==> config.mk <==
export PLATFORM = sky130hd
export DESIGN_NAME = efhps_key_mix
export DESIGN_NICKNAME = d
export VERILOG_FILES = /design/src/hw/rtl/efhps_pkg.sv /design/src/hw/rtl/efhps_key_mix.sv
export SDC_FILE = /design/constraint.sdc
export NUM_CORES = 2
export LEC_CHECK = 0
export ABC_AREA = 1
export BUFFER_PORTS_ARGS = -buffer_cell sky130_fd_sc_hd__buf_2
export CORE_MARGIN = 2
export CORE_UTILIZATION = 30
export DETAILED_ROUTE_END_ITERATION = 10
export SLEW_MARGIN = 30
export SYNTH_ARGS = -nofsm -noshare
export SYNTH_HDL_FRONTEND = slang
export SYNTH_SLANG_ARGS = --single-unit
==> constraint.sdc <==
create_clock -name clk -period 8.8 [get_ports clk]
set_input_delay 1.76 -clock clk [delete_from_list [all_inputs] [get_ports clk]]
set_output_delay 1.76 -clock clk [all_outputs]
set_load 0.01 [all_outputs]
==> src/hw/rtl/efhps_pkg.sv <==
// Shared types and constants for the ECMP flow-hash path selector.
// Holds the payload structs, the hash constants and the protocol codes.
// No dependencies.
`default_nettype none

package efhps_pkg;

	// Number of next-hop port inputs on each header
	localparam int HOP_INPUTS = 4;

	// MurmurHash3 x86_32 constants
	localparam logic [31:0] MUR_C1    = 32'hcc9e2d51;
	localparam logic [31:0] MUR_C2    = 32'h1b873593;
	localparam logic [31:0] MUR_N     = 32'he6546b64;
	localparam logic [31:0] MUR_F1    = 32'h85ebca6b;
	localparam logic [31:0] MUR_F2    = 32'hc2b2ae35;
	localparam logic [31:0] KEY_BYTES = 32'd12;

	// Supported protocol codes
	localparam logic [7:0] PROTO_TCP  = 8'h06;
	localparam logic [7:0] PROTO_UDP  = 8'h11;
	localparam logic [7:0] PROTO_ACK  = 8'hFC;
	localparam logic [7:0] PROTO_NACK = 8'hFD;

	typedef struct packed {
		logic [31:0] source_address;
		logic [31:0] dest_address;
		logic [7:0]  protocol;
		logic [15:0] source_port;
		logic [15:0] dest_port;
		logic [2:0]  path_count;
		logic [7:0]  hop_port_0;
		logic [7:0]  hop_port_1;
		logic [7:0]  hop_port_2;
		logic [7:0]  hop_port_3;
	} flow_in_t;

	typedef struct packed {
		logic [7:0]  chosen_port;
		logic [1:0]  chosen_index;
		logic [31:0] flow_hash;
		logic        unsupported;
	} flow_out_t;

	// Per-item fields that ride alongside the hash through the pipeline
	typedef struct packed {
		logic                             supported;
		logic [2:0]                       path_cnt;
		logic [HOP_INPUTS-1:0][7:0]       hop_port;
	} flow_side_t;

	// The three hashed key words
	typedef logic [2:0][31:0] key_words_t;

endpackage

`default_nettype wire

==> src/hw/rtl/efhps_key_mix.sv <==
// Key scrambling stages s1 and s2: k = rotl(k * C1, 15) * C2 for each word.
// Depends on efhps_pkg for constants and the sideband struct.
`default_nettype none

module efhps_key_mix (
	input  wire                        clk,
	input  wire                        arst_n,
	input  wire                        advance,
	input  wire                        valid,
	input  efhps_pkg::key_words_t      words,
	input  efhps_pkg::flow_side_t      side,
	output logic                       valid_s2,
	output efhps_pkg::key_words_t      keys_s2,
	output efhps_pkg::flow_side_t      side_s2
);

	logic                  valid_s1;
	efhps_pkg::key_words_t prod_s1;
	efhps_pkg::flow_side_t side_s1;
	efhps_pkg::key_words_t prod_c2;

	// Advance valid bits
	always_ff @(posedge clk or negedge arst_n) begin
		if (!arst_n) begin
			valid_s1 <= 1'b0;
			valid_s2 <= 1'b0;
		end else if (advance) begin
			valid_s1 <= valid;
			valid_s2 <= valid_s1;
		end
	end

	// Rotate the first product and multiply by the second constant
	always_comb begin
		for (int i = 0; i < 3; i++) begin
			prod_c2[i] = {prod_s1[i][16:0], prod_s1[i][31:17]} * efhps_pkg::MUR_C2;
		end
	end

	// Stage registers: first multiply, then second multiply
	always_ff @(posedge clk) begin
		if (advance) begin
			for (int i = 0; i < 3; i++) begin
				prod_s1[i] <= words[i] * efhps_pkg::MUR_C1;
			end
			side_s1 <= side;
			keys_s2 <= prod_c2;
			side_s2 <= side_s1;
		end
	end

endmodule

`default_nettype wire

Word level (Yosys, flattened, before mapping)
Cells that the tools add are included.
Storage, ports and cells
  register bits: 266
  bits of input ports: 136
  output and inout bits: 133
  word-level logic and storage cells: 26
Operators by class
  multipliers: 6
Operators by type and width (count)
  multiplier 32 x 29 -> 32 bit (second input constant): 3
  multiplier 32 x 31 -> 32 bit (second input constant): 3

Longest topological paths before layout
  depth after elaboration: 1
  gate-level depth with buffers: 31
  depth with buffers taken out: 31

Worst setup path after synthesis
OpenSTA, ideal clock, no wires.
  path kind: input -> register
  from: input port words[6] (netlist bit)
  to: register prod_s1[26] (netlist bit), data pin
  library setup time: 0.252 ns
  arrival time: 6.659 ns
  data required time: 8.548 ns
  path slack: 1.889 ns
  stages: 26
  buffers on the path: 0
  path through: ha_1 -> xor2_1 -> ha_1 -> o21bai_1 -> fa_1 -> inv_1 -> fa_1 -> inv_1 -> fa_1 -> inv_1 -> fa_1 -> inv_1 -> fa_1 -> ha_1 -> ha_1 -> nand2_1 -> inv_1 -> a21boi_0 -> nand3_1 -> nand2_1 -> nand2_1 -> nand2_1 -> nand2_1 -> nand2_1 -> a21o_1 -> nand2_1
On the way
  longest elaborated chain between the ends: 1
Ends and longest elaborated chain
  start, declared: line efhps_key_mix.sv:10  | input efhps_pkg::key_words_t words,
  multiplier 32 x 31 -> 32 bit: line efhps_key_mix.sv:44  | prod_s1[i] <= words[i] * efhps_pkg::MUR_C1;
  end signal, assigned by index: line efhps_key_mix.sv:44
  end, declared: line efhps_key_mix.sv:18  | efhps_pkg::key_words_t prod_s1;
Every way passes these cells.
A chain may end at the register's enable or synchronous reset.

Final worst setup path
  from: input port words[41] (netlist bit)
  to: register prod_s1[60] (netlist bit), data pin
The elaborated chain is that of the path after synthesis.

==> flow_metrics.tcl <==
set metrics [dict create \
    ant_nets 0 \
    port_buffers 268 \
    startpoint_type "primary input" \
    status "completed" \
    cp_num_buf_inv 5 \
    drtPass1Iterations 5 \
    timing.final.crit_share 0.817 \
    clk_pin_slew_ns 0.06 \
    yosys_warnings 0 \
    final_common_cell "inv_1" \
    h-tree-depth 2 \
    slowest_delay_ns 0.57 \
    cts_resized 0 \
    hp-class "flop to flop" \
    synth-async-reset-ratio 0.00752 \
    crit_start "words[41]" \
    required_ns 9.18 \
    cts.sinks 266 \
    fin_ws_ns 1.61 \
    r2r-start "prod_s1[53]" \
    setup_tns_ns 0 \
    dp_hpwl_um 138000 \
    rsz0062_at_grt "no" \
    crit_top_cell "fa_1" \
    drtIter0Drc 1929 \
    yosys_register_bits 266 \
    cp_top_family "adder cells" \
    vias 40248 \
    grt_max_degree 101 \
    finalSetupViolCount 0 \
    crit_end "prod_s1[60]" \
    r2r_slack_ns 1.87 \
    drt-total-wl_um 156000 \
    cts_buffers 36 \
    syn_inst 6135 \
    hold-worst-slack_ns 0.414 \
    dpl.cell_count 9030 \
    met1_length_um 73900 \
    drv_slew 0 \
    via_per_inst 4.42 \
    clock.fmax_ghz 0.139 \
    grt_first_pass_wirelength_um 246000 \
    drcViolationCount 0 \
    synth_edf_count 264 \
    netlist_area_mm2 0.0591 \
    worst_pin_slew_ns 0.944 \
    hold_violations 0 \
    place_congestion 0.925 \
    postCtsSetupBuffers 0 \
    fp-row-count 162 \
    cp_cell_sequence "buf_2 > inv_1 > ha_1 > xnor2_1 > ha_1 > o21bai_1 > fa_1 > inv_1 > fa_1 > inv_1 > fa_1 > fa_1 > fa_1 > ha_1 > ha_1 > nand2_1 > inv_1 > nand3_1 > nor3_1 > nand4_1 > nand3_1 > nand3_1 > nand2_1 > xor2_1" \
    synthFlopType "edfxtp_1" \
    cts_tree "yes" \
    worstRegToRegCells 24 \
    path_depth 24 \
    clock_latency_ns 0.61 \
    path_max_fanout 9 \
    die_area_mm2 0.200 \
    path_class "primary input to flop" \
    final_net_count 8736 \
    grt_overflow 0 \
    final_cell_mix "1,956 x inv_1, 1,199 x ha_1, 956 x fa_1" \
    core_mm2 0.195 \
    worst_setup_path_end_kind "flop" \
    io_pins 269 \
    critPathArrivalTime_ns 7.57 \
    antenna_found_initial 9 \
    start_util 0.303 \
    grtUsageTotal 0.158 \
    clockRootBuffer "clkbuf_16" \
    cap_violations 0 \
    area_growth_pct 10.1 \
    ys_seq_area_frac 0.135 \
    top_layer_used "met5" \
    relSlewSlack 0.371 \
    instances_no_fill 9100 \
    die_w_um 448 \
    drive_above_1_share 0.0623 \
    min_period_ns 7.19 \
    post_drt_wl_per_cell_um 17.2 \
    regToRegEndpoint "keys_s2[63]" \
    crit_slowest_cell "fa_1" \
    grt_pass1_vias 43424 \
    cts_buffer_depth 3 \
    met2WireLength_um 72500 \
    dp_slack_ns 1.10 \
    ys_types 52 \
    avgSynthCellArea_um2 9.63 \
    die_y_um 448 \
    skew_ns 0.0304 \
    hold_buffers 0 \
    dr_wl_met3_um 6660 \
    syn-num-nets 8426 \
]
-- flip-flops by register name, indices dropped and copies added, names as in the netlist --
| name | count |
|---|---|
| valid_s2 | 1 |
| keys_s2 | 96 |
| valid_s1 | 1 |
| side_s2 | 36 |
| prod_s1 | 96 |
| side_s1 | 36 |
-- cell usage after synthesis (all sizes together), types with 13 or more instances --
master | number | area (µm²)
or2 | 17 | 106
nand3 | 133 | 706
o21ai | 89 | 494
inv | 1962 | 7370
nor2 | 152 | 588
a21oi | 178 | 906
edfxtp | 264 | 7930
nand3b | 13 | 97.6
nand4 | 29 | 181
o21bai | 51 | 383
nand2 | 664 | 2540
a31oi | 16 | 130
fa | 956 | 19100
nor3 | 25 | 151
a21o | 23 | 173
xor2 | 205 | 1800
ha | 1199 | 15000
xnor2 | 105 | 920
-- routing by layer --
| layer | vias to the layer above | GRT usage |
|---|---|---|
| met5 | - | 0 |
| met4 | 8 | 0.0354 |
| met3 | 174 | 0.0157 |
| met2 | 784 | 0.261 |
| met1 | 19955 | 0.223 |
| li1 | 19327 | - |
-- metrics by stage --
step	util	instance area (µm²)
3_5_place_dp	0.327	63700
6_report	0.333	65000
2_1_floorplan	-	59100
3_3_place_gp	0.327	63700
4_1_cts	0.333	65000
5_1_grt	0.333	65000
-- kinds of logic after synthesis --
family | share of synthesized area
AO/OA/AOI/OAI | 0.0399
XOR/XNOR | 0.0460
adder cells (fa/ha/maj) | 0.578
buffers and inverters | 0.125
flip-flops | 0.135
AND/OR/NAND/NOR | 0.0762
-- cell type report --
type | count | area [µm²]
timing repair buffer | 273 | 1410
inverter | 1962 | 7370
sequential | 266 | 7980
tap | 2624 | 3280
multi-input combinational | 3906 | 43700
clock buffer | 39 | 912
clock inverter | 27 | 354
fill | 20109 | 130000
antenna | 3 | 7.51
-- how the worst min path moves through the flow --
stage / startpoint / to / slack, ns / depth (start not counted)
final: side_s1[6] / side_s2[6] / 0.41 / 0
after detailed placement: side_s1[15] / side_s2[15] / 0.40 / 0
after global placement: side_s1[32] / side_s2[32] / 0.40 / 0
after CTS: side_s1[2] / side_s2[2] / 0.42 / 0
after floorplan: side_s1[0] / side_s2[0] / 0.40 / 0
after global routing: side_s1[12] / side_s2[12] / 0.42 / 0
-- worst register-to-register path: stages, from the launching register on --
cell and delay (ns):
edfxtp_1 0.81, inv_1 0.36, fa_1 0.58, inv_1 0.04, ha_1 0.27, inv_1 0.05
fa_1 0.48, inv_1 0.05, fa_1 0.46, fa_1 0.53, fa_1 0.45, fa_1 0.51
inv_1 0.06, fa_1 0.48, inv_1 0.05, ha_1 0.36, a21o_1 0.25, nand3_1 0.07
nand2_1 0.10, a21oi_1 0.16, o21ai_0 0.11, a31oi_1 0.28, inv_1 0.09, nand3_1 0.09
nand2_1 0.05
Power is left out: the tool's default activity adds up to more than one toggle a clock period on the data nets, which glitch-free logic cannot reach.
