**config.mk**
```make
export PLATFORM = sky130hd
export DESIGN_NAME = efhps_hash_fin
export DESIGN_NICKNAME = d
export VERILOG_FILES = /design/src/hw/rtl/efhps_pkg.sv /design/src/hw/rtl/efhps_hash_fin.sv
export SDC_FILE = /design/constraint.sdc
export NUM_CORES = 2
export LEC_CHECK = 0
export BUFFER_PORTS_ARGS = -buffer_cell sky130_fd_sc_hd__buf_4
export CAP_MARGIN = 5
export CORE_MARGIN = 4
export CORE_UTILIZATION = 30
export CTS_CLUSTER_DIAMETER = 120
export CTS_CLUSTER_SIZE = 28
export DETAILED_ROUTE_END_ITERATION = 16
export PLACE_DENSITY = 0.55
export SYNTH_ARGS = -nofsm -noshare
export SYNTH_HDL_FRONTEND = slang
export SYNTH_SLANG_ARGS = --single-unit
```
**constraint.sdc**
```tcl
create_clock -name clk -period 20.9 [get_ports clk]
set_input_delay 1.045 -clock clk [delete_from_list [all_inputs] [get_ports clk]]
set_output_delay 1.045 -clock clk [all_outputs]
set_load 0.02 [all_outputs]
```
**src/hw/rtl/efhps_pkg.sv**
```systemverilog
// Shared types and constants for the ECMP flow-hash path selector.
// Holds the payload structs, the hash constants and the protocol codes.
// No dependencies.
`default_nettype none

package efhps_pkg;

	// Number of next-hop port inputs on each header
	localparam int HOP_INPUTS = 4;

	// MurmurHash3 x86_32 constants
	localparam logic [31:0] MUR_C1    = 32'hcc9e2d51;
	localparam logic [31:0] MUR_C2    = 32'h1b873593;
	localparam logic [31:0] MUR_N     = 32'he6546b64;
	localparam logic [31:0] MUR_F1    = 32'h85ebca6b;
	localparam logic [31:0] MUR_F2    = 32'hc2b2ae35;
	localparam logic [31:0] KEY_BYTES = 32'd12;

	// Supported protocol codes
	localparam logic [7:0] PROTO_TCP  = 8'h06;
	localparam logic [7:0] PROTO_UDP  = 8'h11;
	localparam logic [7:0] PROTO_ACK  = 8'hFC;
	localparam logic [7:0] PROTO_NACK = 8'hFD;

	typedef struct packed {
		logic [31:0] source_address;
		logic [31:0] dest_address;
		logic [7:0]  protocol;
		logic [15:0] source_port;
		logic [15:0] dest_port;
		logic [2:0]  path_count;
		logic [7:0]  hop_port_0;
		logic [7:0]  hop_port_1;
		logic [7:0]  hop_port_2;
		logic [7:0]  hop_port_3;
	} flow_in_t;

	typedef struct packed {
		logic [7:0]  chosen_port;
		logic [1:0]  chosen_index;
		logic [31:0] flow_hash;
		logic        unsupported;
	} flow_out_t;

	// Per-item fields that ride alongside the hash through the pipeline
	typedef struct packed {
		logic                             supported;
		logic [2:0]                       path_cnt;
		logic [HOP_INPUTS-1:0][7:0]       hop_port;
	} flow_side_t;

	// The three hashed key words
	typedef logic [2:0][31:0] key_words_t;

endpackage

`default_nettype wire

```
**src/hw/rtl/efhps_hash_fin.sv**
```systemverilog
// Hash state stages s3..s6: the three mixing rounds and the finalizer multiplies.
// Depends on efhps_pkg for constants and types.
`default_nettype none

module efhps_hash_fin (
	input  wire                        clk,
	input  wire                        arst_n,
	input  wire                        advance,
	input  wire  [31:0]                seed,
	input  wire                        valid,
	input  efhps_pkg::key_words_t      keys,
	input  efhps_pkg::flow_side_t      side,
	output logic                       valid_s6,
	output logic [31:0]                hash_s6,
	output efhps_pkg::flow_side_t      side_s6
);

	// One mixing round: h ^= k, rotl 13, h * 5 + N
	function automatic logic [31:0] mur_round(input logic [31:0] h, input logic [31:0] k);
		logic [31:0] t;
		t = h ^ k;
		t = {t[18:0], t[31:19]};
		return {t[29:0], 2'b00} + t + efhps_pkg::MUR_N;
	endfunction

	logic                  valid_s3, valid_s4, valid_s5;
	logic [31:0]           h_s3, h_s4, h_s5;
	logic [31:0]           k2_s3;
	efhps_pkg::flow_side_t side_s3, side_s4, side_s5;
	logic [31:0]           round3, fold16, fold13;

	// Advance valid bits
	always_ff @(posedge clk or negedge arst_n) begin
		if (!arst_n) begin
			valid_s3 <= 1'b0;
			valid_s4 <= 1'b0;
			valid_s5 <= 1'b0;
			valid_s6 <= 1'b0;
		end else if (advance) begin
			valid_s3 <= valid;
			valid_s4 <= valid_s3;
			valid_s5 <= valid_s4;
			valid_s6 <= valid_s5;
		end
	end

	// Third round, length fold and first shift-xor
	always_comb begin
		round3 = mur_round(h_s3, k2_s3) ^ efhps_pkg::KEY_BYTES;
		fold16 = round3 ^ {16'd0, round3[31:16]};
		fold13 = h_s5 ^ {13'd0, h_s5[31:13]};
	end

	always_ff @(posedge clk) begin
		if (advance) begin
			h_s3    <= mur_round(mur_round(seed, keys[0]), keys[1]);
			k2_s3   <= keys[2];
			side_s3 <= side;
			h_s4    <= fold16;
			side_s4 <= side_s3;
			h_s5    <= h_s4 * efhps_pkg::MUR_F1;
			side_s5 <= side_s4;
			hash_s6 <= fold13 * efhps_pkg::MUR_F2;
			side_s6 <= side_s5;
		end
	end

endmodule

`default_nettype wire

```
After elaboration in Yosys (flattened, before gate mapping)
Cells that the tools add are included.
{"block": "totals", "ff_bits": 308, "latchBits": 0, "ramBits": 0, "rom_bits": 0, "in_bits": 168, "out_inout_bits": 69, "elab_cells": 47, "memories": 0}
{"block": "classes", "addsub": 6, "mul": 2, "div": 0, "magnitude_cmp": 0, "eq_ne": 0, "n_shift": 0, "mux": 0, "n_bitwise": 6, "reduce_logical": 0}
{"op": "$add 32x32->32", "count": 3}
{"op": "$add 32x32->32 const B", "count": 3}
{"op": "$xor 32x32->32", "count": 3}
{"op": "$mul 32x31->32 const B", "count": 1}
{"op": "$mul 32x32->32 const B", "count": 1}
{"op": "$xor 32x16->32", "count": 1}
{"op": "$xor 32x19->32", "count": 1}
{"op": "$not 2->2", "count": 1}

Depth between registers and ports, before layout
{"block": "depth", "depth_word": 6, "mapped_depth": 27, "mapped_depth_nobuf": 27}

Worst setup path before layout
Ideal clock, no wire load.
{"block": "synth_path", "path_type": "reg-to-reg", "startpoint": "register h_s5[19]", "endpoint": "register hash_s6[30] (data pin)", "setup_time_ns": 0.137, "t_arrival_ns": 6.608, "required_time_ns": 20.763, "slack_ns": 14.155, "path_stages_with_launch": 25, "n_path_buf": 0, "synth_period_minus_slack_ns": 6.745, "path_cell_list": "edfxtp_1 xnor2_1 inv_1 ha_1 ha_1 a21oi_1 fa_1 fa_1 inv_1 fa_1 fa_1 inv_1 fa_1 fa_1 inv_1 ha_1 o21a_1 o21a_1 nand3_1 o21ba_2 a31o_2 a21boi_1 a21oi_1 or4_1 nand4_1"}
{"block": "synth_via", "elab_chain_cells": 2}
{"item": "start: declaration", "line_no": "efhps_hash_fin.sv:27", "text": "logic [31:0] h_s3, h_s4, h_s5;"}
{"item": "start signal: assignment", "line_no": "efhps_hash_fin.sv:61", "text": "h_s5 <= h_s4 * efhps_pkg::MUR_F1;"}
{"item": "$xor 32x19->32", "line_no": "efhps_hash_fin.sv:51", "text": "fold13 = h_s5 ^ {13'd0, h_s5[31:13]};"}
{"item": "$mul 32x31->32", "line_no": "efhps_hash_fin.sv:63", "text": "hash_s6 <= fold13 * efhps_pkg::MUR_F2;"}
{"item": "end signal: assignment", "line_no": "efhps_hash_fin.sv:63"}
{"item": "end: declaration", "line_no": "efhps_hash_fin.sv:14", "text": "output logic [31:0] hash_s6,"}
No other way between the ends.
A chain may end at the register's enable or synchronous reset.

Final worst setup path
{"block": "layout_path", "startpoint": "register h_s5[19]", "endpoint": "register hash_s6[31] (data pin)"}
Same word-level chain as after synthesis.

==> impl_results.md <==
- Area of the mapped netlist: 33200 um2
- Die Area: 116000 um2
- Ys Warns: 0
- Num CTS Buffers: 19
- Clk buf depth: 3
- Clock net sink count: 308
- Tcrit/Tclk final: 0.359
- Share of cells above drive strength 1: 0.0927
- ANT nets after route: 0
- Final hold vios: 0
- Worst EP required: 21230 ps
- Starting Density: 0.303
- Seq/Total Area, Yosys: 0.278
- Clock Skew: around 19 ps
- Core Rows: 121
- Routed WL: roughly 81 mm
- Post-Syn Nets: slightly above 4000
- Drt pass-1 iters: 5
- Peak fanout along the critical path: 6
- Minimum period implied by the final worst setup slack: about 7500 ps
- Post-CTS Resized: 0
- Post-synth EDFFs: 304
- Crit path DAT: 7820 ps
- Max Cap Viol: 0
- DRC viols: 0
- Worst-Skew Late Latency: between 500 and 600 ps
- Starting DRT DRC Count: 804
- Routed vias/inst: about 4.3
- Layout area overhead: 13.2%
- CP max stage delay: 550 ps
- Ys flop type: edfxtp_1
- H-tree Lvls: 1
- R2r startpoint: h_s5[19]$_DFFE_PP_
- Die Width: 341 um
- Status: finished, final reports clean
- Worst flop-to-flop path endpoint: hash_s6[31]$_DFFE_PP_
- Final setup fails: 0
- Crit Path Category: reg2reg
- Die Y: 341 um
- CP Launch Point: h_s5[19]$_DFFE_PP_
- FFs w/ async S/R, synth: 0.0130
- Pin count of the biggest net entering global routing: 93
- Ports: ~240
- Worst-path clk slew: 100 ps
- Vias in the first global route: 22100
- Most frequent cells in the layout: inv_1 (791), ha_1 (548), fa_1 (393), edfxtp_1 (304), buf_4 (246)
- Initial antenna violation count: 10
- Core area: 109000 um2
- Worst Tran Pin Value: 1040 ps
- R2R depth: 24
- DP HPWL: 71.0 mm
- Cell chain of the critical path: xnor2_1 > inv_1 > ha_1 > ha_1 > a21oi_1 > fa_1 > fa_1 > inv_1 > fa_1 > fa_1 > inv_1 > fa_1 > fa_1 > inv_1 > ha_1 > o21a_1 > o21a_1 > nand3_1 > a21oi_1 > o211a_1 > nor4_1 > o31a_1 > o21ai_1 > xnor2_1
- Final hold slack: 246 ps
- Flop2flop setup slack: approximately 13000 ps
- Hold buffer count at CTS: 0
- Clock Root Buffer: clkbuf_16
- Synth cell types: a little under 70
- Worst rel slew slack: 0.307
- DR vias: 20200
- Hold Crit Class: in2async
- Gr ovfl total: 0
- Max-slew violations: 0
- Synth Register Bits: 308
- CTS tree: done
- Syn_area_per_cell: around 11 um2
- Port bufs: approximately 240
- Startpoint Class: register
- FMAX: 0.133 GHz
- Commonest non-fill, non-tap cell in the layout: inv_1
- Setup TNS: 0 ps
- WL/cell: 17.2 um
- GRT Overall Usage: 0.140
- RSZ-0062 raised after global routing: false
- Slowest library cell on the worst path: xnor2_1
- Gpl congestion: between 0.8 and 0.9
- First-pass GRT wire length: 125 mm
- Final #Nets: around 4300
- Setup bufs post-CTS: 0
- Most used cell along the critical path: fa_1
- Setup crit end kind: register
- Synth Instances: 2940
[sequential cells by signal, indices dropped and copies added, names as in the netlist]
| signal | cells |
|---|---|
| side_s3 | 36 |
| side_s4 | 36 |
| side_s5 | 36 |
| side_s6 | 36 |
| h_s3 | 32 |
| h_s4 | 32 |
| h_s5 | 32 |
| hash_s6 | 32 |
| k2_s3 | 32 |
| valid_s3 | 1 |
| valid_s4 | 1 |
| valid_s5 | 1 |
| valid_s6 | 1 |
[through the flow]
stage	std cells	instance area (um2)	setup slack (ps)	util
finish	4697	37600	13410	0.344
global route	4692	37600	12990	0.343
CTS	4692	37600	13390	0.343
detailed placement	4658	36900	13400	0.337
global placement	4658	36900	13450	0.337
floorplan	2940	33200	14160	-
[worst max-delay path by stage]
stage / end / slack, ps / cells after the start
after detailed placement: h_s3[28]$_DFFE_PP_ / 13400 / 24
final: hash_s6[31]$_DFFE_PP_ / 13410 / 24
after CTS: hash_s6[30]$_DFFE_PP_ / 13390 / 24
after global placement: hash_s6[31]$_DFFE_PP_ / 13450 / 23
after global routing: hash_s6[30]$_DFFE_PP_ / 12990 / 24
after floorplan: hash_s6[30]$_DFFE_PP_ / 14160 / 24
[critical path, delay by kind of cell, from the launching register on]
family / cells / cell delay (ps)
and+or+nand+nor: 2 / 420
AOI/OAI and AO/OA: 7 / 1320
buffers and inverters: 4 / 350
xor gates and xnor gates: 2 / 680
DFF: 1 / 530
adders and majority gates: 9 / 3930
[cell type report]
type                    instances  area, um2
inverters                     791       2970
clock buffers                  23        500
diodes                          5       12.5
well taps                    1476       1850
clock inverters                11        184
flip-flops and latches        308       9230
fillers                     11000      71900
multi-input cells            1836      21000
repair buffers                247       1860
[routing by layer]
layer  track usage  routed length, um  vias to the layer above
met3        0.0240               3260                       93
met2         0.258              41500                      320
met1         0.166              33100                     9774
met4        0.0415               2810                        8
li1              -                  -                     9999
met5             0                 58                        -
[synth_stat cells, types with 4 or more instances]
| library cell | number | area share |
|---|---|---|
| a21oi_1 | 96 | 0.014 |
| fa_1 | 393 | 0.24 |
| a31o_2 | 4 | 0.0011 |
| mux2_2 | 4 | 0.0014 |
| a31oi_1 | 7 | 0.0013 |
| nand2b_1 | 16 | 0.0030 |
| nand2_1 | 57 | 0.0064 |
| or3_1 | 8 | 0.0015 |
| o21a_1 | 19 | 0.0043 |
| nor4_1 | 4 | 0.00075 |
| nor2_1 | 57 | 0.0064 |
| edfxtp_1 | 304 | 0.27 |
| a21o_1 | 55 | 0.012 |
| o21ai_0 | 50 | 0.0075 |
| inv_1 | 791 | 0.089 |
| clkbuf_1 | 5 | 0.00057 |
| ha_1 | 548 | 0.21 |
| nor2b_1 | 17 | 0.0032 |
| a211oi_1 | 10 | 0.0023 |
| xnor2_1 | 203 | 0.054 |
| o211ai_1 | 5 | 0.0011 |
| nand4_1 | 9 | 0.0017 |
| and3_1 | 8 | 0.0015 |
| o21bai_1 | 13 | 0.0029 |
| or2_2 | 4 | 0.00075 |
| xor2_1 | 136 | 0.036 |
| nand3_1 | 21 | 0.0032 |
| o21ai_1 | 12 | 0.0018 |
| dfrtp_1 | 4 | 0.0030 |
| nor3_1 | 12 | 0.0018 |
[cell families after synthesis]
group	after synthesis	share of synthesized area
adder cells (fa/ha/maj)	941	0.443
buffers and inverters	796	0.0900
XOR/XNOR	339	0.0894
AO/OA/AOI/OAI	324	0.0644
flip-flops	308	0.278
AND/OR/NAND/NOR	227	0.0335
multiplexers	5	0.00166
Power is left out: the tool's default activity adds up to more than one toggle a clock period on the data nets, which glitch-free logic cannot reach.
