### config.mk
export PLATFORM = sky130hd
export DESIGN_NAME = efhps_path_sel
export DESIGN_NICKNAME = d
export VERILOG_FILES = /design/src/hw/rtl/efhps_pkg.sv /design/src/hw/rtl/efhps_path_sel.sv
export SDC_FILE = /design/constraint.sdc
export NUM_CORES = 1
export LEC_CHECK = 0
export BUFFER_PORTS_ARGS = -buffer_cell sky130_fd_sc_hd__buf_2
export CORE_MARGIN = 2
export CORE_UTILIZATION = 58
export CTS_BUF_LIST = sky130_fd_sc_hd__clkbuf_16
export CTS_CLUSTER_DIAMETER = 150
export DETAILED_ROUTE_END_ITERATION = 7
export PLACE_DENSITY = 0.95
export SETUP_SLACK_MARGIN = 0.5
export SLEW_MARGIN = 20
export SYNTH_ARGS = -nofsm -noshare
export SYNTH_HDL_FRONTEND = slang
export SYNTH_SLANG_ARGS = --single-unit
### constraint.sdc
create_clock -name clk -period 7.5 [get_ports clk]
set_input_delay 0.75 -clock clk [delete_from_list [all_inputs] [get_ports clk]]
set_output_delay 0.75 -clock clk [all_outputs]
set_load 0.03 [all_outputs]
### src/hw/rtl/efhps_pkg.sv
// Shared types and constants for the ECMP flow-hash path selector.
// Holds the payload structs, the hash constants and the protocol codes.
// No dependencies.
`default_nettype none

package efhps_pkg;

	// Number of next-hop port inputs on each header
	localparam int HOP_INPUTS = 4;

	// MurmurHash3 x86_32 constants
	localparam logic [31:0] MUR_C1    = 32'hcc9e2d51;
	localparam logic [31:0] MUR_C2    = 32'h1b873593;
	localparam logic [31:0] MUR_N     = 32'he6546b64;
	localparam logic [31:0] MUR_F1    = 32'h85ebca6b;
	localparam logic [31:0] MUR_F2    = 32'hc2b2ae35;
	localparam logic [31:0] KEY_BYTES = 32'd12;

	// Supported protocol codes
	localparam logic [7:0] PROTO_TCP  = 8'h06;
	localparam logic [7:0] PROTO_UDP  = 8'h11;
	localparam logic [7:0] PROTO_ACK  = 8'hFC;
	localparam logic [7:0] PROTO_NACK = 8'hFD;

	typedef struct packed {
		logic [31:0] source_address;
		logic [31:0] dest_address;
		logic [7:0]  protocol;
		logic [15:0] source_port;
		logic [15:0] dest_port;
		logic [2:0]  path_count;
		logic [7:0]  hop_port_0;
		logic [7:0]  hop_port_1;
		logic [7:0]  hop_port_2;
		logic [7:0]  hop_port_3;
	} flow_in_t;

	typedef struct packed {
		logic [7:0]  chosen_port;
		logic [1:0]  chosen_index;
		logic [31:0] flow_hash;
		logic        unsupported;
	} flow_out_t;

	// Per-item fields that ride alongside the hash through the pipeline
	typedef struct packed {
		logic                             supported;
		logic [2:0]                       path_cnt;
		logic [HOP_INPUTS-1:0][7:0]       hop_port;
	} flow_side_t;

	// The three hashed key words
	typedef logic [2:0][31:0] key_words_t;

endpackage

`default_nettype wire

### src/hw/rtl/efhps_path_sel.sv
// Final hash fold and next-hop selection, stages s7 and s8 (output register).
// Depends on efhps_pkg for the sideband and result structs.
`default_nettype none

module efhps_path_sel (
	input  wire                        clk,
	input  wire                        arst_n,
	input  wire                        advance,
	input  wire                        valid,
	input  wire  [31:0]                hash_pre,
	input  efhps_pkg::flow_side_t      side,
	output logic                       valid_s8,
	output efhps_pkg::flow_out_t       result_s8
);

	logic                  valid_s7;
	logic [31:0]           hash_s7;
	logic [3:0][3:0]       grp_s7;
	efhps_pkg::flow_side_t side_s7;
	logic [31:0]           hash_fin;
	logic [3:0][3:0]       grp_sum;
	logic [5:0]            digit_total;
	logic [3:0]            digit_fold;
	logic [1:0]            mod3;
	logic [1:0]            index;
	efhps_pkg::flow_out_t  result;

	// Last shift-xor, then partial base-4 digit sums for the mod-3 reduction
	always_comb begin
		hash_fin = hash_pre ^ {16'd0, hash_pre[31:16]};
		for (int g = 0; g < 4; g++) begin
			grp_sum[g] = 4'(hash_fin[8*g +: 2]) + 4'(hash_fin[8*g+2 +: 2])
				+ 4'(hash_fin[8*g+4 +: 2]) + 4'(hash_fin[8*g+6 +: 2]);
		end
	end

	// Reduce modulo path count; 4 is 1 mod 3, so digit sums keep the residue
	always_comb begin
		digit_total = 6'(grp_s7[0]) + 6'(grp_s7[1]) + 6'(grp_s7[2]) + 6'(grp_s7[3]);
		digit_fold  = 4'(digit_total[5:4]) + 4'(digit_total[3:2]) + 4'(digit_total[1:0]);
		if (digit_fold >= 4'd6) begin
			mod3 = 2'(digit_fold - 4'd6);
		end else if (digit_fold >= 4'd3) begin
			mod3 = 2'(digit_fold - 4'd3);
		end else begin
			mod3 = digit_fold[1:0];
		end
		unique case (side_s7.path_cnt)
			3'd2:    index = {1'b0, hash_s7[0]};
			3'd3:    index = mod3;
			3'd4:    index = hash_s7[1:0];
			default: index = 2'd0;
		endcase
		result.flow_hash   = hash_s7;
		result.unsupported = ~side_s7.supported;
		if (side_s7.supported) begin
			result.chosen_index = index;
			result.chosen_port  = side_s7.hop_port[index];
		end else begin
			result.chosen_index = 2'd0;
			result.chosen_port  = 8'd0;
		end
	end

	// Advance valid bits
	always_ff @(posedge clk or negedge arst_n) begin
		if (!arst_n) begin
			valid_s7 <= 1'b0;
			valid_s8 <= 1'b0;
		end else if (advance) begin
			valid_s7 <= valid;
			valid_s8 <= valid_s7;
		end
	end

	always_ff @(posedge clk) begin
		if (advance) begin
			hash_s7   <= hash_fin;
			grp_s7    <= grp_sum;
			side_s7   <= side;
			result_s8 <= result;
		end
	end

endmodule

`default_nettype wire

## Yosys cells after proc, flatten, opt, wreduce, memory -nomap -nowiden

Index checks and enable logic that the tools add are counted.

| word-level totals | value |
|---|---|
| output and inout port bits | 44 |
| flip-flop bits (word level) | 129 |
| input port bits | 72 |
| logic and storage cells | 49 |

| cells by class | value |
|---|---|
| eq/ne operators | 3 |
| bitwise operators | 2 |
| add/subtract/negate cells | 19 |
| magnitude comparators | 3 |
| mux-type cells | 5 |

Operator list:

| operator | count |
|---|---|
| $xor 32x16->32 | 1 |
| $add 3x2->4 | 5 |
| $add 4x2->4 | 4 |
| $bmux 8 s2 | 1 |
| $add 2x2->3 | 5 |
| $mux 8 | 1 |
| $add 5x4->6 | 1 |
| $add 6x4->6 | 1 |
| $eq 3x2->1 const B | 2 |
| $pmux 2 s3 | 1 |
| $add 4x4->5 | 1 |
| $ge 4x2->1 const B | 1 |
| $ge 4x3->1 const B | 1 |
| $mux 2 | 2 |
| $sub 2x2->2 const B | 2 |
| $eq 3x3->1 const B | 1 |
| $lt 2x3->1 const B | 1 |
| $not 1->1 | 1 |

## Longest topological paths before layout

| depth | value |
|---|---|
| depth after elaboration | 11 |
| gate-level depth with buffers | 21 |

## Worst setup path after synthesis

No wires, ideal clock.

| timing | value |
|---|---|
| path type | reg2reg |
| start | register grp_s7[1] (netlist name) |
| end | register result_s8[35] (netlist name), data pin |
| setup time | 0.279 ns |
| path slack | 2.571 ns |
| data arrival time | 4.650 ns |
| stages on the path, launching flop included | 21 |
| required time | 7.221 ns |
| path through | edfxtp_1 > inv_1 > fa_1 > inv_1 > fa_1 > ha_1 > inv_1 > fa_1 > inv_1 > a21o_1 > a21oi_1 > fa_1 > inv_1 > ha_1 > ha_1 > o21a_1 > o311a_4 > nor3_4 > buf_8 > mux2i_1 > o22ai_1 |

| on the way | value |
|---|---|
| longest elaborated chain between the ends | 11 |
| elaborated cells on any way between the ends | 14 |

Ends and longest elaborated chain:

| what | RTL line | text |
|---|---|---|
| from (decl) | efhps_path_sel.sv:18 | `logic [3:0][3:0] grp_s7;` |
| from (signal assigned) | efhps_path_sel.sv:79 | `grp_s7 <= grp_sum;` |
| $add 4x4->5 * | efhps_path_sel.sv:39 | `digit_total = 6'(grp_s7[0]) + 6'(grp_s7[1]) + 6'(grp_s7[2]) + 6'(grp_s7[3]);` |
| $add 5x4->6 * | efhps_path_sel.sv:39 |  |
| $add 6x4->6 * | efhps_path_sel.sv:39 |  |
| $add 2x2->3 | efhps_path_sel.sv:40 | `digit_fold = 4'(digit_total[5:4]) + 4'(digit_total[3:2]) + 4'(digit_total[1:0]);` |
| $add 3x2->4 * | efhps_path_sel.sv:40 |  |
| $ge 4x2->1 or $sub 2x2->2 (tied branches) | efhps_path_sel.sv:43, efhps_path_sel.sv:44 |  |
| $mux 2 | efhps_path_sel.sv:43 | `end else if (digit_fold >= 4'd3) begin` |
| $mux 2 * | efhps_path_sel.sv:41 | `if (digit_fold >= 4'd6) begin` |
| $pmux 2 s3 * | efhps_path_sel.sv:48 | `unique case (side_s7.path_cnt)` |
| $bmux 8 s2 * | efhps_path_sel.sv:58 | `result.chosen_port = side_s7.hop_port[index];` |
| $mux 8 (not written as such) * | efhps_path_sel.sv:58 |  |
| to (signal assigned) | efhps_path_sel.sv:81 | `result_s8 <= result;` |
| to (decl) | efhps_path_sel.sv:13 | `output efhps_pkg::flow_out_t result_s8` |

Mark *: on every way between the ends. The rest lies on a longest branch, timed or not. The select of a mux whose other input is x is not followed.
A chain may end at the register's enable or synchronous reset.

## Worst setup path after layout

| timing | value |
|---|---|
| start | register grp_s7[1] (netlist name) |
| end | register result_s8[37] (netlist name), data pin |

Same word-level chain as after synthesis.

==> results by group <==
Timing
  – Tmin final: 5.77 ns
  – Actual transition at the worst max-transition pin: 0.997 ns
  – Setup TNS Final: 0 ns
  – Final-report hold violation count: 0
  – Part of the cycle the worst path needs: 76.9%
  – Headroom to the max-slew limit: 33.5%
  – Setup violators final: 0
  – Setup repair after global routing missed its margin: no
  – Final Max Slew Viols: 0
  – Final clock skew: 0.0217 ns
  – Achievable frequency: between 150 and 200 MHz

Global route
  – Maximum number of pins on one net before global-route repair: 81
  – All-Layer GR Usage: a little over a fifth
  – Antenna violations before repair: 0
  – Remaining global-route overflow: 0
  – Number of global-route vias before repair: about 3000
  – Global-route wire length before repair: 15300 um

Clock tree
  – Num CTS Buffers: 17
  – Number of buffers added to fix hold violations after cts: 0
  – Clk_lat worst skew: 0.41 ns
  – Number of buffers inserted to repair setup after CTS: 0
  – CTS tree: built
  – Post-CTS sizing: 0
  – Clock slew seen by the registers of the worst setup and hold paths: 0.06 ns
  – Maximum number of buffers from clock root to sink: 2
  – Sinks on the clock net: 129
  – Root Driver: sky130_fd_sc_hd__clkbuf_16
  – Number of levels the H-tree was split into: 4

Floorplanning
  – Effective utilization at floorplan: 60.4%
  – Width of the chip: 99.8 um
  – Site row count: 34
  – Core area: 8810 sq um
  – Die height: 99.8 um
  – Die outline area: 9960 sq um
  – Io pins: between 100 and 150

Cells and area
  – Number of fillers in the final layout: slightly below 500
  – Post-layout net count: 527
  – Most common library cell in the layout ignoring fill and taps: sky130_fd_sc_hd__edfxtp_1
  – Area of the multi-input gates: 1300 sq um
  – Commonest cells after routing, fill and taps aside: 127 x sky130_fd_sc_hd__edfxtp_1, 114 x sky130_fd_sc_hd__buf_2, 36 x sky130_fd_sc_hd__inv_1
  – FF+latch area: 3860 sq um
  – Synthesis-to-finish area growth: 23.9%
  – Share of layout cells above drive strength 1: 35.1%
  – Diodes inserted: 0

Yosys
  – Top-area cell type share of the netlist area: 71.7%
  – Number of nets produced by synthesis: 394
  – Sequential fraction of the synthesis area: 72.6%
  – Number of warnings printed during yosys synthesis: 0
  – Cell types with the largest area share after synthesis: sky130_fd_sc_hd__edfxtp_1 72%, sky130_fd_sc_hd__fa_1 9.8%, sky130_fd_sc_hd__ha_1 4.2%
  – Post-synthesis area per instance: 19.1 sq um
  – Unique cell type count in the Yosys netlist: 28
  – Number of flip-flops and latches in the synthesized netlist: around 130
  – Gate count after technology mapping: approximately 280
  – Cell area after technology mapping: 5320 sq um
  – Post-synth top area cell: sky130_fd_sc_hd__edfxtp_1

Worst setup path
  – Crit path arrival time: 5.89 ns
  – Kind of critical path: register to register
  – Setup crit end kind: register
  – Largest fanout on the critical path: 16
  – Nature of the critical path startpoint: register
  – Required arrival time at the worst endpoint: ~7.6 ns

Drt
  – Vias: 2816
  – Antenna viol nets, final: 0
  – Via density: ~5.3
  – Length of the first detailed-routing pass in iterations: 4
  – Wire length reported by the detailed router: 10000 um
  – Iteration-0 DRC count of the detailed router: 155
  – Final routed DRC violation total: 0
  – Per-cell routed wire length: 18.9 um

Placement
  – Number of port buffers: around 120
  – HPWL after DPL: 6680 um
  – Placer congestion estimate: 0.813

Outcome
  – Result of the run: finished, final reports clean

Min path
  – Type of the most critical hold path: input pin to asynchronous set/reset pin

Job
  – Count of max-cap constraint violations: 0
[per-layer routing]
metal	global-route usage [%]	up-vias	share of wire, %
met3	6.69	16	5.5
met5	0	-	0
met2	38.3	105	55
met4	9.06	0	1.9
li1	-	1281	-
met1	23.8	1414	37
[path summary, 6_finish.rpt]
kind	startpoint	end	slack (ns)	cells past startpoint
hold / removal	arst_n	valid_s8	0.12	1
min in group clk	hash_s7[14]	result_s8[15]	0.41	0
hold reg to reg	hash_s7[14]	result_s8[15]	0.41	0
setup reg to reg	grp_s7[1]	result_s8[37]	1.73	19
max in group asynchronous	arst_n	valid_s7	7.29	1
setup / recovery	grp_s7[1]	result_s8[37]	1.73	19
[stage by stage]
stage / hold WS [ns] / std cells / instance area (sq um) / util (%) / setup slack (ns)
final: 0.117 / 532 / 6590 / 74.8 / 1.73
after global placement: 0.401 / 500 / 6020 / 68.4 / 2.20
after detailed placement: 0.405 / 500 / 6020 / 68.4 / 1.88
after CTS: 0.105 / 532 / 6590 / 74.8 / 1.70
after floorplan: 0.400 / 278 / 5320 / - / 2.57
after global routing: 0.100 / 532 / 6590 / 74.8 / 1.53
[flip-flops by register name (all words and copies together) (netlist names)]
name	count
result_s8	43
side_s7	36
hash_s7	32
grp_s7	16
valid_s7	1
valid_s8	1
[Yosys cell counts (all sizes together)]
| library cell | number |
|---|---|
| a21o | 2 |
| a21oi | 3 |
| a32oi | 1 |
| and3 | 1 |
| buf | 2 |
| dfrtp | 2 |
| edfxtp | 127 |
| fa | 26 |
| ha | 18 |
| inv | 36 |
| mux2 | 2 |
| mux2i | 17 |
| nand2b | 1 |
| nand3 | 1 |
| nor2 | 2 |
| nor2b | 2 |
| nor3 | 1 |
| nor4 | 2 |
| o21a | 1 |
| o21ai | 2 |
| o22ai | 8 |
| o311a | 1 |
| or2 | 1 |
| or3 | 1 |
| xnor2 | 2 |
| xor2 | 16 |
[cells by family after synthesis]
| family | synth area share [%] |
|---|---|
| DFF | 72.6 |
| adders and majority gates | 14.0 |
| buffers and inverters | 2.89 |
| muxes | 3.62 |
| AOI/OAI and AO/OA | 2.40 |
| xor gates and xnor gates | 2.96 |
| and+or+nand+nor | 1.48 |
[final cells by class]
type | count | area share (%)
Clock inverter | 15 | 2.16
Tap cell | 108 | 2.05
Clock buffer | 17 | 6.46
Sequential cell | 129 | 58.6
Timing Repair Buffer | 116 | 8.89
Multi-Input combinational cell | 111 | 19.8
Inverter | 36 | 2.05
[worst max-delay path: stages (launching register included)]
cell	delay (ns)
sky130_fd_sc_hd__edfxtp_1	0.34
sky130_fd_sc_hd__inv_1	0.07
sky130_fd_sc_hd__fa_1	0.53
sky130_fd_sc_hd__inv_1	0.06
sky130_fd_sc_hd__fa_1	0.50
sky130_fd_sc_hd__ha_1	0.19
sky130_fd_sc_hd__inv_1	0.07
sky130_fd_sc_hd__fa_1	0.43
sky130_fd_sc_hd__inv_1	0.09
sky130_fd_sc_hd__a21o_1	0.14
sky130_fd_sc_hd__a21oi_1	0.10
sky130_fd_sc_hd__fa_1	0.50
sky130_fd_sc_hd__inv_1	0.05
sky130_fd_sc_hd__ha_1	0.35
sky130_fd_sc_hd__ha_1	0.20
sky130_fd_sc_hd__o21a_1	0.22
sky130_fd_sc_hd__o311a_4	0.38
sky130_fd_sc_hd__nor3_4	0.79
sky130_fd_sc_hd__mux2i_1	0.34
sky130_fd_sc_hd__o22ai_1	0.12
Power is not shown: default switching activity piles up to over one toggle a cycle in this logic, so the estimate is an artifact.
